`src/rtl/skse_pkg.sv`:
```
package skse_pkg;

  // matrix geometry
  localparam int MAX_VERTICES  = 8;
  localparam int FRACTION_BITS = 8;
  localparam int SLOT_COUNT    = MAX_VERTICES * MAX_VERTICES;
  localparam int IDX_W         = $clog2(SLOT_COUNT);
  localparam int VTX_W         = $clog2(MAX_VERTICES);

  // field widths
  localparam int COST_W  = 24;
  localparam int SUM_W   = COST_W + 1;
  localparam int KEY_W   = SUM_W - FRACTION_BITS + 1;
  localparam int ENTRY_W = 6;
  localparam int N_W     = 4;
  localparam int SEL_W   = 7;
  localparam int CNT_W   = 7;

  localparam logic [CNT_W-1:0] COUNT_LIMIT = CNT_W'(127);
  localparam logic [CNT_W-1:0] SLOT_LIMIT  = CNT_W'(SLOT_COUNT);

  // configuration port
  localparam int CFG_IDX_W  = 1;
  localparam int CFG_DATA_W = 7;
  localparam logic [CFG_IDX_W-1:0] CFG_VERTEX_COUNT = CFG_IDX_W'(0);
  localparam logic [CFG_IDX_W-1:0] CFG_SELECT_COUNT = CFG_IDX_W'(1);

  localparam logic [N_W-1:0]   VERTEX_COUNT_RST = N_W'(8);
  localparam logic [SEL_W-1:0] SELECT_COUNT_RST = '0;

  typedef struct packed {
    logic             start;
    logic [N_W-1:0]   n;
    logic [CNT_W-1:0] total;
    logic [CNT_W-1:0] k;
  } rank_cmd_t;

endpackage

```
`src/rtl/skse_rank.sv`:
```
module skse_rank import skse_pkg::*; (
  input  logic                  clk_i,
  input  logic                  rst_ni,
  input  rank_cmd_t             cmd_i,
  output logic [IDX_W-1:0]      rd_addr_o,
  input  logic [KEY_W-1:0]      rd_data_i,
  output logic                  done_o,
  output logic [SLOT_COUNT-1:0] marks_o
);

  typedef enum logic [4:0] {
    R_IDLE  = 5'b00001,
    R_FETCH = 5'b00010,
    R_WAIT  = 5'b00100,
    R_SWEEP = 5'b01000,
    R_MARK  = 5'b10000
  } rank_state_e;

  rank_state_e st_q, st_d;
  logic [IDX_W-1:0]      i_q, i_d;
  logic [VTX_W-1:0]      u_q, u_d, v_q, v_d;
  logic [CNT_W-1:0]      j_q, j_d;
  logic [IDX_W-1:0]      pend_q, pend_d;
  logic [CNT_W-1:0]      rank_q, rank_d;
  logic [KEY_W-1:0]      key_i_q, key_i_d;
  logic [N_W-1:0]        n_q, n_d;
  logic [CNT_W-1:0]      total_q, total_d;
  logic [CNT_W-1:0]      k_q, k_d;
  logic [SLOT_COUNT-1:0] mark_q, mark_d;

  logic [CNT_W-1:0]       last_cnt;
  logic [IDX_W-1:0]       last_idx;
  logic [VTX_W-1:0]       last_col;
  logic [VTX_W+N_W-1:0]   tr_full;
  logic                   hit;

  assign last_cnt = total_q - CNT_W'(1);
  assign last_idx = last_cnt[IDX_W-1:0];
  assign last_col = VTX_W'(n_q - N_W'(1));
  // mirrored entry (u,v) of the current (v,u)
  assign tr_full  = (VTX_W+N_W)'(u_q) * (VTX_W+N_W)'(n_q) + (VTX_W+N_W)'(v_q);
  // smaller key, or equal key at a lower index
  assign hit = ($signed(rd_data_i) < $signed(key_i_q)) ||
               ((rd_data_i == key_i_q) && (pend_q < i_q));

  always_comb begin
    st_d      = st_q;
    i_d       = i_q;
    u_d       = u_q;
    v_d       = v_q;
    j_d       = j_q;
    pend_d    = pend_q;
    rank_d    = rank_q;
    key_i_d   = key_i_q;
    n_d       = n_q;
    total_d   = total_q;
    k_d       = k_q;
    mark_d    = mark_q;
    rd_addr_o = j_q[IDX_W-1:0];
    done_o    = 1'b0;
    unique case (st_q)
      R_IDLE: begin
        if (cmd_i.start) begin
          n_d     = cmd_i.n;
          total_d = cmd_i.total;
          k_d     = cmd_i.k;
          i_d     = '0;
          u_d     = '0;
          v_d     = '0;
          mark_d  = '0;
          st_d    = R_FETCH;
        end
      end
      R_FETCH: begin
        rd_addr_o = i_q;
        st_d      = R_WAIT;
      end
      R_WAIT: begin
        key_i_d   = rd_data_i;
        rd_addr_o = '0;
        j_d       = CNT_W'(1);
        pend_d    = '0;
        rank_d    = '0;
        st_d      = R_SWEEP;
      end
      R_SWEEP: begin
        rank_d = rank_q + CNT_W'(hit);
        if (j_q < total_q) begin
          j_d    = j_q + CNT_W'(1);
          pend_d = j_q[IDX_W-1:0];
        end
        if (pend_q == last_idx) begin
          st_d = R_MARK;
        end
      end
      R_MARK: begin
        if (rank_q < k_q) begin
          mark_d[i_q]                = 1'b1;
          mark_d[tr_full[IDX_W-1:0]] = 1'b1;
        end
        if (i_q == last_idx) begin
          done_o = 1'b1;
          st_d   = R_IDLE;
        end else begin
          i_d  = i_q + IDX_W'(1);
          st_d = R_FETCH;
          if (u_q == last_col) begin
            u_d = '0;
            v_d = v_q + VTX_W'(1);
          end else begin
            u_d = u_q + VTX_W'(1);
          end
        end
      end
      default: st_d = R_IDLE;
    endcase
  end

  always_ff @(posedge clk_i or negedge rst_ni) begin
    if (!rst_ni) begin
      st_q    <= R_IDLE;
      i_q     <= '0;
      u_q     <= '0;
      v_q     <= '0;
      j_q     <= '0;
      pend_q  <= '0;
      rank_q  <= '0;
      n_q     <= N_W'(1);
      total_q <= CNT_W'(1);
      k_q     <= '0;
      mark_q  <= '0;
    end else begin
      st_q    <= st_d;
      i_q     <= i_d;
      u_q     <= u_d;
      v_q     <= v_d;
      j_q     <= j_d;
      pend_q  <= pend_d;
      rank_q  <= rank_d;
      n_q     <= n_d;
      total_q <= total_d;
      k_q     <= k_d;
      mark_q  <= mark_d;
    end
  end

  always_ff @(posedge clk_i) begin
    key_i_q <= key_i_d;
  end

  assign marks_o = mark_q;

  a_sweep_in_range: assert property (@(posedge clk_i) disable iff (!rst_ni)
    st_q == R_SWEEP |-> CNT_W'(pend_q) < total_q)
    else $error("sweep index beyond loaded entries");

  a_rank_bounded: assert property (@(posedge clk_i) disable iff (!rst_ni)
    st_q == R_MARK |-> rank_q < total_q)
    else $error("rank not below entry count");

endmodule

```
`config.mk`:
```
export PLATFORM = sky130hd
export DESIGN_NAME = skse_rank
export DESIGN_NICKNAME = d
export VERILOG_FILES = /design/src/rtl/skse_pkg.sv /design/src/rtl/skse_rank.sv
export SDC_FILE = /design/constraint.sdc
export NUM_CORES = 1
export LEC_CHECK = 0
export BUFFER_PORTS_ARGS = -buffer_cell sky130_fd_sc_hd__buf_4
export CORE_MARGIN = 2
export CORE_UTILIZATION = 52
export CTS_CLUSTER_SIZE = 10
export DETAILED_ROUTE_END_ITERATION = 8
export PLACE_DENSITY = 0.88
export SETUP_SLACK_MARGIN = 0.2
export SYNTH_ARGS = -nofsm -noshare
export SYNTH_HDL_FRONTEND = slang
export SYNTH_SLANG_ARGS = --single-unit
```
`constraint.sdc`:
```
create_clock -name clk_i -period 3.55 [get_ports clk_i]
set_input_delay 0.355 -clock clk_i [delete_from_list [all_inputs] [get_ports clk_i]]
set_output_delay 0.355 -clock clk_i [all_outputs]
set_load 0.1 [all_outputs]
```
==> impl_metrics.json <==
{
  "status": "finished clean",
  "placedCellCount": 1075,
  "start_util_pct": 53.4,
  "synth_top_family_by_area": "compound AO/OA/AOI/OAI gates",
  "finalSetupViolCount": 0,
  "met1_usage_pct": 33.7,
  "synth-seq-area-share_pct": 45.2,
  "drive_gt1_share_pct": 29.0,
  "rsz0062_at_grt": "yes",
  "antenna_cells": 0,
  "ys_ff_latch": 137,
  "clkTransAtPathRegs_ns": 0.06,
  "syn_to_final_growth_pct": 29.4,
  "synthMuxAreaShare_pct": 3.89,
  "ys_warn_count": 0,
  "met2_usage_pct": 43.0,
  "rows": 44,
  "critPathLaunchType": "register",
  "first_global_vias": 6686,
  "syn_area_sq_um": 7790,
  "crit_type": "reg -> reg",
  "worstSkewPairLatency_ns": 0.43,
  "dieHeight_microns": 126,
  "dieArea_sq_um": 16000,
  "viasPerCell": 6.17,
  "finalCriticalPeriod_ns": 3.49,
  "synthAdderAreaFrac_pct": 9.87,
  "arrival_ns": 3.75,
  "clock-sinks": 137,
  "ir_worst_vdd_v": 0.000325,
  "clockRootBuffer": "clkbuf_16",
  "max_stage_delay_ns": 0.55,
  "async_flop_share_pct": 86.9,
  "gr-total-overflow": 0,
  "powerDensity_nw_per_um2": 482,
  "synth_nets": 890,
  "finalNonFillerCells": 1119,
  "fmax_mhz": 287,
  "ios": 110,
  "r2r_slack_ns": 0.06,
  "met3_usage_pct": 4.89,
  "final_hold_viol_count": 0,
  "finalCritPeriodShare_pct": 98.2,
  "power_leakage_nw": 4.69,
  "grt_pass1_wl_microns": 33400,
  "slew_headroom_pct": 7.35,
  "synth_xor_area_share_pct": 3.57,
  "drt_wl_total_microns": 21300,
  "worstPathMaxFanout": 4,
  "synth_top_flop_cell": "dfrtp_1",
  "ant_nets": 0,
  "h-tree-depth": 4,
  "drt_pass1_iterations": 8,
  "worst_slew_pin_slew_ns": 1.38,
  "nNetsFinal": 1020,
  "grt_max_degree": 68,
  "clk_path_buf_depth": 2,
  "path_cells": "nand2_2, fa_1, inv_2, fa_1, inv_2, fa_2, buf_4, xnor2_4, nor2_2, buf_4, nand2_1, a2bb2oi_1, o21ai_1",
  "grt_usage_pct": 26.0,
  "coreArea_sq_um": 14600,
  "cap_violations": 0,
  "post_synth_num_cell_types": 57,
  "hp-class": "in -> async",
  "gp_congestion": 0.916,
  "cp-end-kind": "register",
  "pre_cts_ws_ns": -0.139,
  "grt-busiest-layer": "met2",
  "cp_slowest_cell": "fa_1",
  "drt_iter0_markers": 979,
  "fin_ws_ns": 0.0648,
  "vias": 6909,
  "wl_per_cell_microns": 19.0,
  "drc_errors": 0,
  "synth_compound_area_share_pct": 18.4,
  "numCtsBuffers": 17,
  "cp_data_required_time_ns": 3.81,
  "dp.final_hpwl_microns": 14000,
  "finalMaxSlewViolations": 0,
  "clock_skew_ns": 0.00745,
  "cts_tree": "yes",
  "yosys.area_share.simple_pct": 14.1,
  "fillers": 1024,
  "avgSynthCellArea_sq_um": 9.83,
  "die_w_microns": 126,
  "setup_tns_ns": 0,
  "port_buffers": 109,
  "synth_edf_count": 18,
  "synthCells": 792,
  "antenna_found_initial": 0
}
==> area by class of cell <==
class                           count  area (sq um)  area share, %
Tap cell                          184           230           2.29
Multi-Input combinational cell    560          4310           42.8
Sequential cell                   137          3520           35.0
Clock inverter                     13           149           1.48
Timing Repair Buffer              147          1180           11.7
Inverter                           59           221           2.20
Clock buffer                       19           454           4.51
==> power by group <==
group          internal, mW  total, mW  switching, mW
Clock                  1.14       1.82          0.686
Combinational         0.499       1.12          0.618
Sequential             1.75       1.92          0.168
==> sequential cells by signal (all words and copies together) (netlist names), 6 cells and up <==
| signal | count |
|---|---|
| marks_o | 64 |
| key_i_q | 18 |
| j_q | 7 |
| k_q | 7 |
| rank_q | 7 |
| total_q | 7 |
| i_q | 6 |
| pend_q | 6 |
==> layer usage <==
layer	vias to the layer above	wire length, microns
li1	3125	-
met1	3363	8770
met2	360	10600
met3	61	1390
met4	0	500
met5	-	0
==> stage by stage <==
stage	instance area [sq um]	hold slack (ns)	power (mW)	utilization, %
floorplan	7800	0.0594	2.73	-
global placement	8910	0.464	2.96	61.1
detailed placement	8910	0.471	3.02	61.1
CTS	9700	0.0666	4.83	66.5
global route	10100	0.103	5.08	69.1
finish	10100	0.0324	4.86	69.1
==> Yosys cell counts (15+ instances only) <==
cell type	number	area (sq um)
nand3_1	19	95.1
o22ai_1	17	106
o21ai_0	75	375
a22oi_1	42	315
mux2_2	18	203
edfxtp_1	18	541
dfrtp_1	116	2900
ha_1	55	688
nor2_1	38	143
clkbuf_1	22	82.6
inv_1	59	221
nand2_1	92	345
a22o_1	23	201
a21o_1	15	113
nor3_1	20	100
==> cells by family after synthesis <==
family,count (synthesis)
AND/OR/NAND/NOR,229
AO/OA/AOI/OAI,217
flip-flops,137
buffers and inverters,95
adder cells (fa/ha/maj),59
multiplexers,28
XOR/XNOR,27
==> cell usage in the layout (no fill, tap or decap), drive strengths merged, types with 22 or more instances in the layout <==
cell,count
o21ai,81
inv,60
a22o,23
dfrtp,116
nor3,22
ha,55
buf,147
nor2,38
a22oi,42
nand2,92
==> final timing paths <==
| path | start | end | cells after the start |
|---|---|---|---|
| setup / recovery | n_q[0] | marks_o[4] | 13 |
| hold / removal | rst_ni | k_q[0] | 1 |
| setup reg to reg | n_q[0] | marks_o[4] | 13 |
| hold reg to reg | marks_o[5] | marks_o[5] | 2 |
| max in group asynchronous | rst_ni | st_q[0] | 2 |
| min in group clk_i | rd_data_i[10] | key_i_q[10] | 1 |
==> critical path: cells and delay by family (launching register included) <==
kind,cells,cell delay (ns)
flops,1,0.53
simple gates,3,0.30
buf+inv,4,0.44
fa+ha+maj,3,1.43
xor+xnor,1,0.22
compound gates,2,0.37
==> what timing repair did <==
action                                  CTS  global route
hold buffers                              0             0
gates cloned                              1             1
resized for setup                        56            69
pin swaps                                 9            40
setup buffers                             2             8
endpoints found under the setup margin   64            68
endpoints found under the hold margin     0             0
(Power assumes the default switching activity.)
