File: config.mk
export PLATFORM = sky130hd
export DESIGN_NAME = skse_ram
export DESIGN_NICKNAME = d
export VERILOG_FILES = /design/src/rtl/skse_ram.sv
export SDC_FILE = /design/constraint.sdc
export NUM_CORES = 1
export LEC_CHECK = 0
export ABC_AREA = 0
export BUFFER_PORTS_ARGS = -buffer_cell sky130_fd_sc_hd__buf_2
export CORE_ASPECT_RATIO = 0.75
export CORE_UTILIZATION = 50
export DETAILED_ROUTE_END_ITERATION = 12
export PLACE_DENSITY = 0.76
export SYNTH_ARGS = -nofsm -noshare
export SYNTH_HDL_FRONTEND = slang
export SYNTH_SLANG_ARGS = --single-unit
File: constraint.sdc
create_clock -name clk_i -period 3.4 [get_ports clk_i]
set_input_delay 0 -clock clk_i [delete_from_list [all_inputs] [get_ports clk_i]]
set_output_delay 0 -clock clk_i [all_outputs]
set_load 0.005 [all_outputs]
File: src/rtl/skse_ram.sv
module skse_ram #(
  parameter int WIDTH = 8,
  parameter int DEPTH = 64
) (
  input  logic                     clk_i,
  input  logic                     we_i,
  input  logic [$clog2(DEPTH)-1:0] waddr_i,
  input  logic [WIDTH-1:0]         wdata_i,
  input  logic [$clog2(DEPTH)-1:0] raddr_i,
  output logic [WIDTH-1:0]         rdata_o
);

  logic [WIDTH-1:0] mem_q [DEPTH];

  always_ff @(posedge clk_i) begin
    if (we_i) begin
      mem_q[waddr_i] <= wdata_i;
    end
    rdata_o <= mem_q[raddr_i];
  end

endmodule

==> run metrics, run 1 <==
power density over the cells 583 nW/um^2; CTS buffer count 48; Die H 176 microns; Die Wd 234 microns; # Post-CTS Setup Buffers 0; Antenna Nets Post-Route 0; Syn Inst Count 940; first-pass GRT wire length 66.5 mm; row cnt 63; Layout Area Growth over Synthesis 11.2%; Port-buffer cells 29; Area contributors post-synth edfxtp_1 (76%), mux4_2 (14%), nor2_1 (1.5%); FF+latch count, synth 520; final worst path period need 2.05 ns; Iteration-0 DRC Markers 1466; Area after DPL 20900 sq um; Setup Skew 0.0132 ns; DR DRC count 0; Rel. slew slack 0.106; clock latency on the worst-skew pair 0.57 ns; Crit Reg-Reg Startpoint mem_q[21][6]; antenna fix cells 0; synth unique cells 40; Filler cells 2853; CP max stage delay 0.47 ns; main flop type after synthesis edfxtp_1; largest net degree at the start of global routing 65; H-tree levels 2; CTS Sinks 520; share of the synthesized area in the top cell type 0.762; Post-Syn Area 20200 sq um; Seq/Total Area, Yosys 0.770; slowest cell on the critical path mux4_2; Post-synth EDFFs 512; CTS clk-pin slew, worst paths 0.07 ns; Worst setup SP type flip-flop; critical path type reg2reg; DRT Pass-1 Iters 5; CP arrival 2.49 ns; Synth warnings 0; Final HPWL DP 26.9 mm; via count 9880; CP Data Required Time 3.84 ns; fmax 488 MHz; crit path max fanout 1; vias in the first global route 9867; actual slew at the worst max-slew pin 1.34 ns; Synth top cells by count edfxtp_1 (512), mux4_2 (126), nor2_1 (83), mux2i_1 (23), nand2_1 (19); worst-path cell chain mux4_2, mux2_2, o221a_2, nor3_1, o32ai_1; status finished, final reports clean; CTS tree built; layout cells sized above 1 0.248; VDD IR max 0.554 mV; Worst Setup SP mem_q[21][6]; initial antenna violation count 1; final period utilization 0.602; grt ovf 0; most numerous cell in the Yosys netlist edfxtp_1; Via density 6.37; max-cap violation count 0; syn_nets 962; routed len/inst 28.6 microns; WL final 44.4 mm; asr flop ratio synth 0; Hold Startpoint raddr_i[4]; starting density of the core 0.509; Clock Tree Root clkbuf_16; total global-route track usage 0.225; Mapped Avg Cell Area 21.5 sq um; Worst Hold Class in2reg; Final setup viols 0; Synth area leader edfxtp_1; Worst path top cell family by delay multiplexers; Pleak 6.96 nW; Buf/Inv on CP 0; Overall Power 13.1 mW; gp weighted congestion 0.824; Critical Path End Type flip-flop; # IOs 30; final max-slew violation count 0; nets 1014; Final Instance Area 22400 sq um; final hold vios 0; Max clock buf depth 3; Core Box Area 39600 sq um; DIE AREA 41100 sq um; setup TNS 0 ns; RSZ-0062 raised after global routing false
-- layout make-up --
class                   instances  area (sq um)  area share
multi-input cells             369          4320       0.192
clock buffers                  63          1290      0.0574
well taps                     520           651      0.0290
repair buffers                 53           394      0.0176
flip-flops and latches        520         15500       0.692
clock inverters                27           251      0.0112
-- tightest hold or removal path, delay by kind of cell --
family / cells / cell delay, ns
buf+inv: 1 / 0.35
simple gates: 1 / 0.08
compound gates: 1 / 0.16
-- report_power, final --
group	internal [mW]	leakage (nW)	switching [mW]
Clock	3.05	0.754	2.26
Combinational	0.247	1.53	0.408
Sequential	7.10	4.67	0.0235
-- repair_timing --
item / 4_1_cts / 5_1_grt
gates resized for setup: 0 / 0
hold buffers: 2 / 0
hold endpoints to repair: 27 / 0
-- registers in the layout, summed over array words and instances (netlist names) --
| register | cells |
|---|---|
| mem_q | 512 |
| rdata_o | 8 |
-- per-stage QoR --
| stage | instances | worst slack [ns] | utilization | hold slack (ns) |
|---|---|---|---|---|
| floorplan | 940 | 1.71 | - | 0.0989 |
| global placement | 1460 | 0.920 | 0.526 | 0.419 |
| detailed placement | 1460 | 0.910 | 0.526 | 0.419 |
| CTS | 1552 | 1.34 | 0.566 | 0.0309 |
| global route | 1552 | 1.25 | 0.566 | 0.0481 |
| finish | 1552 | 1.35 | 0.566 | 0.0700 |
-- metal layers --
metal	track usage	up-vias	wire length [microns]
met1	0.356	5211	18800
met3	0.0406	72	4370
met5	0	-	13
met2	0.331	560	20600
met4	0.0473	2	729
li1	-	4035	-
-- path summary, 6_finish.rpt --
check	to	slack (ns)	depth (start not counted)
worst max-delay path	rdata_o[6]	1.35	5
worst min-delay path	rdata_o[7]	0.07	3
worst max register to register	rdata_o[6]	1.35	5
worst min register to register	rdata_o[2]	0.87	4
-- cell families after synthesis --
group,Yosys count,synth area share
DFF,520,0.770
muxes,162,0.159
and+or+nand+nor,153,0.0339
AOI/OAI and AO/OA,54,0.0207
buffers and inverters,51,0.0157
-- cells in the final DEF, fill, tap and decap left out, types with 7 or more instances in the layout --
cell and count:
mux2i_1 23, nor2_1 83, nand2_1 19, nor3_1 7
clkinv_1 13, edfxtp_1 512, dfxtp_1 8, clkbuf_16 49
mux4_2 126, nand3_1 13, nand2b_1 7, mux2_2 13
nor2b_1 14, buf_4 20, buf_2 26, clkbuf_1 13
o221ai_1 8, o22ai_1 8, clkinv_2 7
No activity file was read; power rests on OpenSTA's default activity.
==> run 2, diff against run 1 <==
ABC_AREA = 1   (was 0)
PLACE_DENSITY = 0.78   (was 0.76)
clock period = 1.7 ns   (was 3.4 ns; I/O delays follow)
==> run metrics, run 2 <==
grt ovf 0 (unchanged); Synth warnings 0 (unchanged); nets 1917 (was 1014); Clock Tree Root clkbuf_16 (unchanged); hold path depth 3 (unchanged); RSZ-0062 raised after global routing false (unchanged); starting density of the core 0.508 (was 0.509); synth unique cells 16 (was 40); share of the synthesized area in the top cell type 0.720 (was 0.762); gr busiest metal met1 (unchanged); worst-path cell chain nand2_1, nand3_1, nand3_1, nand2_1, nand2_1, nand3_1, nand3_1, nand2_1 (was mux4_2, mux2_2, o221a_2, nor3_1, o32ai_1); final hold vios 0 (unchanged); final period utilization 0.855 (was 0.602); DR DRC count 0 (unchanged); Seq/Total Area, Yosys 0.728 (was 0.770); Buf/Inv on CP 0 (unchanged); clock latency on the worst-skew pair 0.57 ns (about the same); main flop type after synthesis edfxtp_1 (unchanged); Mapped Avg Cell Area 11.8 sq um (was 21.5 sq um); DRT Pass-1 Iters 6 (was 5); met2 usage 0.363 (was 0.331); Rel. slew slack 0.430 (was 0.106); Area contributors post-synth edfxtp_1 (72%), nand2_1 (11%), nand3_1 (10%) (was edfxtp_1 (76%), mux4_2 (14%), nor2_1 (1.5%)); Critical Path End Type flip-flop (unchanged); asr flop ratio synth 0 (unchanged); routed len/inst 21.4 microns (was 28.6 microns); actual slew at the worst max-slew pin 0.856 ns (was 1.34 ns); Port-buffer cells 29 (unchanged); Reg with most FFs mem_q (unchanged); Post-CTS Resized 0 (unchanged); fmax 688 MHz (was 488 MHz); worst setup margin 0.247 ns (was 1.35 ns); Syn Inst Count 1805 (was 940); Synth area leader edfxtp_1 (unchanged); Area after DPL 22500 sq um (was 20900 sq um); power density over the cells 1090 nW/um^2 (was 583 nW/um^2); total global-route track usage 0.249 (was 0.225); # IOs 30 (unchanged); VDD IR max 0.802 mV (was 0.554 mV); first-pass GRT wire length 81.4 mm (was 66.5 mm); most numerous cell in the Yosys netlist nand2_1 (was edfxtp_1); syn_nets 1827 (was 962); max reg flops 512 (unchanged); Filler cells 3297 (was 2853); Worst setup SP type flip-flop (unchanged); initial antenna violation count 2 (was 1); final worst path period need 1.45 ns (was 2.05 ns); commonest non-fill, non-tap cells in the layout nand2_1 (648), edfxtp_1 (512), nand3_1 (439) (was edfxtp_1 (512), mux4_2 (126), nor2_1 (83)); CTS Sinks 520 (unchanged); Post-Layout Cell Count 2501 (was 1552); grt met3 use 0.0674 (was 0.0406); FF+latch count, synth 520 (unchanged); row cnt 65 (was 63); Post-synth EDFFs 512 (unchanged); critical path type reg2reg (unchanged); vias in the first global route 13.8k (was 9867); layout cells sized above 1 0.112 (was 0.248); CP max stage delay 0.37 ns (was 0.47 ns); Final HPWL DP 31.9 mm (was 26.9 mm); Worst path depth 8 (was 5); CTS clk-pin slew, worst paths 0.06 ns (was 0.07 ns); Antenna Nets Post-Route 0 (unchanged); max-cap violation count 0 (unchanged); via count 14.6k (was 9880); slowest cell on the critical path edfxtp_1 (was mux4_2); setup TNS 0 ns (unchanged); Synth top cells by count nand2_1 (648), edfxtp_1 (512), nand3_1 (439), nor2_1 (56), buf_2 (37) (was edfxtp_1 (512), mux4_2 (126), nor2_1 (83), mux2i_1 (23), nand2_1 (19)); Worst Hold Class in2reg (unchanged); CP arrival 1.91 ns (was 2.49 ns); Final setup viols 0 (unchanged); Worst path top cell family by delay simple AND/OR/NAND/NOR gates (was multiplexers); GRT met1 Usage 0.370 (was 0.356); largest net degree at the start of global routing 73 (was 65); Setup Skew 0.0181 ns (was 0.0132 ns); Max clock buf depth 3 (unchanged); DIE AREA 43500 sq um (was 41100 sq um); CP Data Required Time 2.15 ns (was 3.84 ns); Pleak 8.76 nW (was 6.96 nW); Die Wd 241 microns (was 234 microns); Final Instance Area 24000 sq um (was 22400 sq um); H-tree levels 2 (unchanged); crit path max fanout 2 (was 1); CTS tree built (unchanged); gp weighted congestion 0.925 (was 0.824); most common cell after layout, fill and taps aside nand2_1 (was edfxtp_1); Post-Syn Area 21300 sq um (was 20200 sq um); DP Worst Slack 0.0601 ns (was 0.910 ns); status finished, final reports clean (unchanged); Iteration-0 DRC Markers 2189 (was 1466); Placed Cells 2413 (was 1460); final max-slew violation count 0 (unchanged); Core Box Area 42000 sq um (was 39600 sq um); Die H 181 microns (was 176 microns); largest registers mem_q x512, rdata_o x8 (unchanged); Layout Area Growth over Synthesis 12.3% (was 11.2%); CTS buffer count 46 (was 48); R2R depth 8 (was 5); WL final 53.5 mm (was 44.4 mm); Via density 5.84 (was 6.37)
## run 2: area by class of cell
type                       instances  area (sq um)  share of cell area
sequential                       520         15500               0.648
inverter                          12          52.6             0.00219
clock buffer                      66          1300              0.0543
timing repair buffer             155          1270              0.0530
clock inverter                    18           140             0.00585
antenna                            1          2.50            0.000104
multi-input combinational       1160          4950               0.206
tap                              569           712              0.0297
## run 2: kinds of logic (layout without fill, tap and decap cells)
kind of cell / Yosys count / after routing / share of synthesized area
other: 0 / 1 / 0
DFF: 520 / 520 / 0.728
buffers and inverters: 125 / 251 / 0.0402
and+or+nand+nor: 1160 / 1160 / 0.232
## run 2: path summary, 6_finish.rpt
path                start           end  slack, ns
max          mem_q[31][2]    rdata_o[2]       0.25
min            waddr_i[0]  mem_q[48][1]       0.04
max reg2reg  mem_q[31][2]    rdata_o[2]       0.25
min reg2reg   mem_q[8][2]    rdata_o[2]       0.81
## run 2: stage by stage
stage	utilization	total power, mW	hold slack, ns
3_5_place_dp	0.535	16.2	0.401
6_report	0.570	26.1	0.0380
2_1_floorplan	-	15.5	0.0989
3_3_place_gp	0.535	16.2	0.395
4_1_cts	0.570	26.1	0.0147
5_1_grt	0.570	26.8	0.0505
## run 2: what timing repair did
action,CTS,global route
hold buffers,3,0
buffers inserted,0,0
endpoints found under the hold margin,96,0
## run 2: worst reg2reg max path, cell delays in order (launching register included)
cell      delay, ns
edfxtp_1       0.37
nand2_1        0.08
nand3_1        0.08
nand3_1        0.15
nand2_1        0.11
nand2_1        0.07
nand3_1        0.25
nand3_1        0.18
nand2_1        0.06
## run 2: metal layers
layer / up-vias / routed length [microns]
met5: - / 13
met4: 2 / 1130
met3: 98 / 7040
met2: 919 / 23600
met1: 7058 / 21700
li1: 6526 / -
## run 2: power breakdown
group | internal [mW] | switching, mW
Combinational | 0.471 | 1.28
Clock | 5.63 | 4.50
Sequential | 14.2 | 0.0528
==> run 3, diff against run 2 <==
BUFFER_PORTS_ARGS = unset   (was -buffer_cell sky130_fd_sc_hd__buf_2)
CORE_UTILIZATION = 30   (was 50)
DONT_BUFFER_PORTS = 1   (was unset)
PLACE_DENSITY = 0.55   (was 0.78)
SLEW_MARGIN = 20   (was unset)
==> run metrics, run 3 (synthesis results as in run 2) <==
status finished, final reports clean (unchanged); Core Box Area 70200 sq um (was 42000 sq um); Post-Layout Cell Count 2875 (was 2501); grt ovf 0 (unchanged); row cnt 84 (was 65); Worst Hold Class in2reg (unchanged); Final setup viols 0 (unchanged); crit-path most repeated cell dlygate4sd3_1; largest registers mem_q x512, rdata_o x8 (unchanged); Clock Tree Root clkbuf_16 (unchanged); VDD IR max 0.680 mV (was 0.802 mV); Overall Power 26.4 mW (was 26.1 mW); routed len/inst 20.9 microns (was 21.4 microns); Critical Path End Type flip-flop (unchanged); Worst path top cell family by delay buffers and inverters (was simple AND/OR/NAND/NOR gates); Worst setup SP type input port (was flip-flop); total global-route track usage 0.165 (was 0.249); final worst path period need 1.59 ns (was 1.45 ns); CTS tree built (unchanged); commonest non-fill, non-tap cells in the layout nand2_1 (647), edfxtp_1 (512), nand3_1 (437) (was nand2_1 (648), edfxtp_1 (512), nand3_1 (439)); Via density 4.94 (was 5.84); Filler cells 6879 (was 3297); Die Wd 310 microns (was 241 microns); multi-input logic area 4970 sq um (was 4950 sq um); slowest cell on the critical path dlygate4sd3_1 (was edfxtp_1); # Post-CTS Setup Buffers 0 (unchanged); Pleak 8.86 nW (was 8.76 nW); Placed Cells 2750 (was 2413); first-pass GRT wire length 88.2 mm (was 81.4 mm); Die H 233 microns (was 181 microns); max reg flops 512 (unchanged); crit path max fanout 8 (was 2); initial antenna violation count 4 (was 2); clock latency on the worst-skew pair 0.58 ns (was 0.57 ns); nets 1915 (was 1917); largest net degree at the start of global routing 245 (was 73); CTS clk-pin slew, worst paths 0.06 ns (about the same); CP max stage delay 0.64 ns (was 0.37 ns); DR DRC count 0 (unchanged); most common cell after layout, fill and taps aside nand2_1 (unchanged); final max-slew violation count 0 (unchanged); vias in the first global route 13.5k (was 13.8k); Hold Startpoint raddr_i[0] (was waddr_i[0]); fmax 629 MHz (was 688 MHz); H-tree levels 2 (unchanged); Antenna Nets Post-Route 0 (unchanged); CP Data Required Time 1.98 ns (was 2.15 ns); power density over the cells 1060 nW/um^2 (was 1090 nW/um^2); CP arrival 1.87 ns (was 1.91 ns); RSZ-0062 raised after global routing false (unchanged); DIE AREA 72200 sq um (was 43500 sq um); WL final 60.0 mm (was 53.5 mm); layout cells sized above 1 0.101 (was 0.112); Final HPWL DP 33.6 mm (was 31.9 mm); CTS buffer count 49 (was 46); via count 14.2k (was 14.6k); final period utilization 0.935 (was 0.855); gp weighted congestion 0.831 (was 0.925); starting density of the core 0.304 (was 0.508); DRT Pass-1 Iters 5 (was 6); CTS Sinks 520 (unchanged); Iteration-0 DRC Markers 1503 (was 2189); Layout Area Growth over Synthesis 16.1% (was 12.3%); critical path type in2reg (was reg2reg); Crit Reg-Reg Startpoint mem_q[35][0] (was mem_q[31][2]); Setup Skew 0.0264 ns (was 0.0181 ns); Buf/Inv on CP 3 (was 0); max-cap violation count 0 (unchanged); Port-buffer cells 0 (was 29); Rel. slew slack 0.407 (was 0.430); final hold vios 0 (unchanged); Reg with most FFs mem_q (unchanged); worst-path cell chain dlygate4sd3_1, nand4_1, dlygate4sd3_1, nor2_2, buf_4 (was nand2_1, nand3_1, nand3_1, nand2_1, nand2_1, nand3_1, nand3_1, nand2_1); register area 15500 sq um (unchanged); Worst Setup SP we_i (was mem_q[31][2]); actual slew at the worst max-slew pin 0.887 ns (was 0.856 ns); # IOs 30 (unchanged); Max clock buf depth 3 (unchanged)
-- run 3: path summary, 6_finish.rpt --
path	to	slack, ns	cells after the start
max	mem_q[62][1]	0.11	5
max reg2reg	rdata_o[0]	0.24	8
min	rdata_o[2]	0.01	8
min reg2reg	rdata_o[3]	0.81	8
-- run 3: area by class of cell --
class / instances / share of cell area
sequential: 520 / 0.627
multi-input combinational: 1160 / 0.200
timing repair buffer: 150 / 0.0625
clock buffer: 60 / 0.0529
tap: 946 / 0.0478
clock inverter: 26 / 0.00737
inverter: 12 / 0.00212
antenna: 1 / 0.000101
-- run 3: worst min-delay path: stages --
cell	delay, ns
nand2_1	0.04
nand3_1	0.08
nand3_1	0.07
nand2_1	0.09
nand2_1	0.05
nand3_1	0.08
nand3_1	0.07
nand2_1	0.07
-- run 3: power breakdown --
part | switching, mW | internal (mW)
Clock | 4.67 | 5.76
Combinational | 1.15 | 0.522
Sequential | 0.0723 | 14.2
-- run 3: what timing repair did --
item,in CTS,in global routing
resized for setup,0,5
hold buffers,38,1
hold endpoints to repair,588,1
endpoints found under the setup margin,0,6
-- run 3: layer usage --
metal	GRT usage	vias to the layer above	wire (microns)
met2	0.231	589	24600
met1	0.243	7005	27400
met4	0.0342	6	1130
met3	0.0594	85	6820
met5	0	-	32
li1	-	6530	-
-- run 3: stage by stage --
| step | util | setup TNS [ns] | setup WS [ns] | cell area (sq um) | hold WS (ns) |
|---|---|---|---|---|---|
| final | 0.353 | 0 | 0.111 | 24800 | 0.00958 |
| after global routing | 0.353 | 0 | 0.0150 | 24800 | 0.0185 |
| after CTS | 0.353 | 0 | 0.00991 | 24800 | 0.000432 |
| after detailed placement | 0.323 | 0 | 0.136 | 22700 | 0.106 |
| after global placement | 0.323 | 0 | 0.140 | 22700 | 0.106 |
| after floorplan | - | -4.23 | -0.0661 | 21300 | 0.0989 |
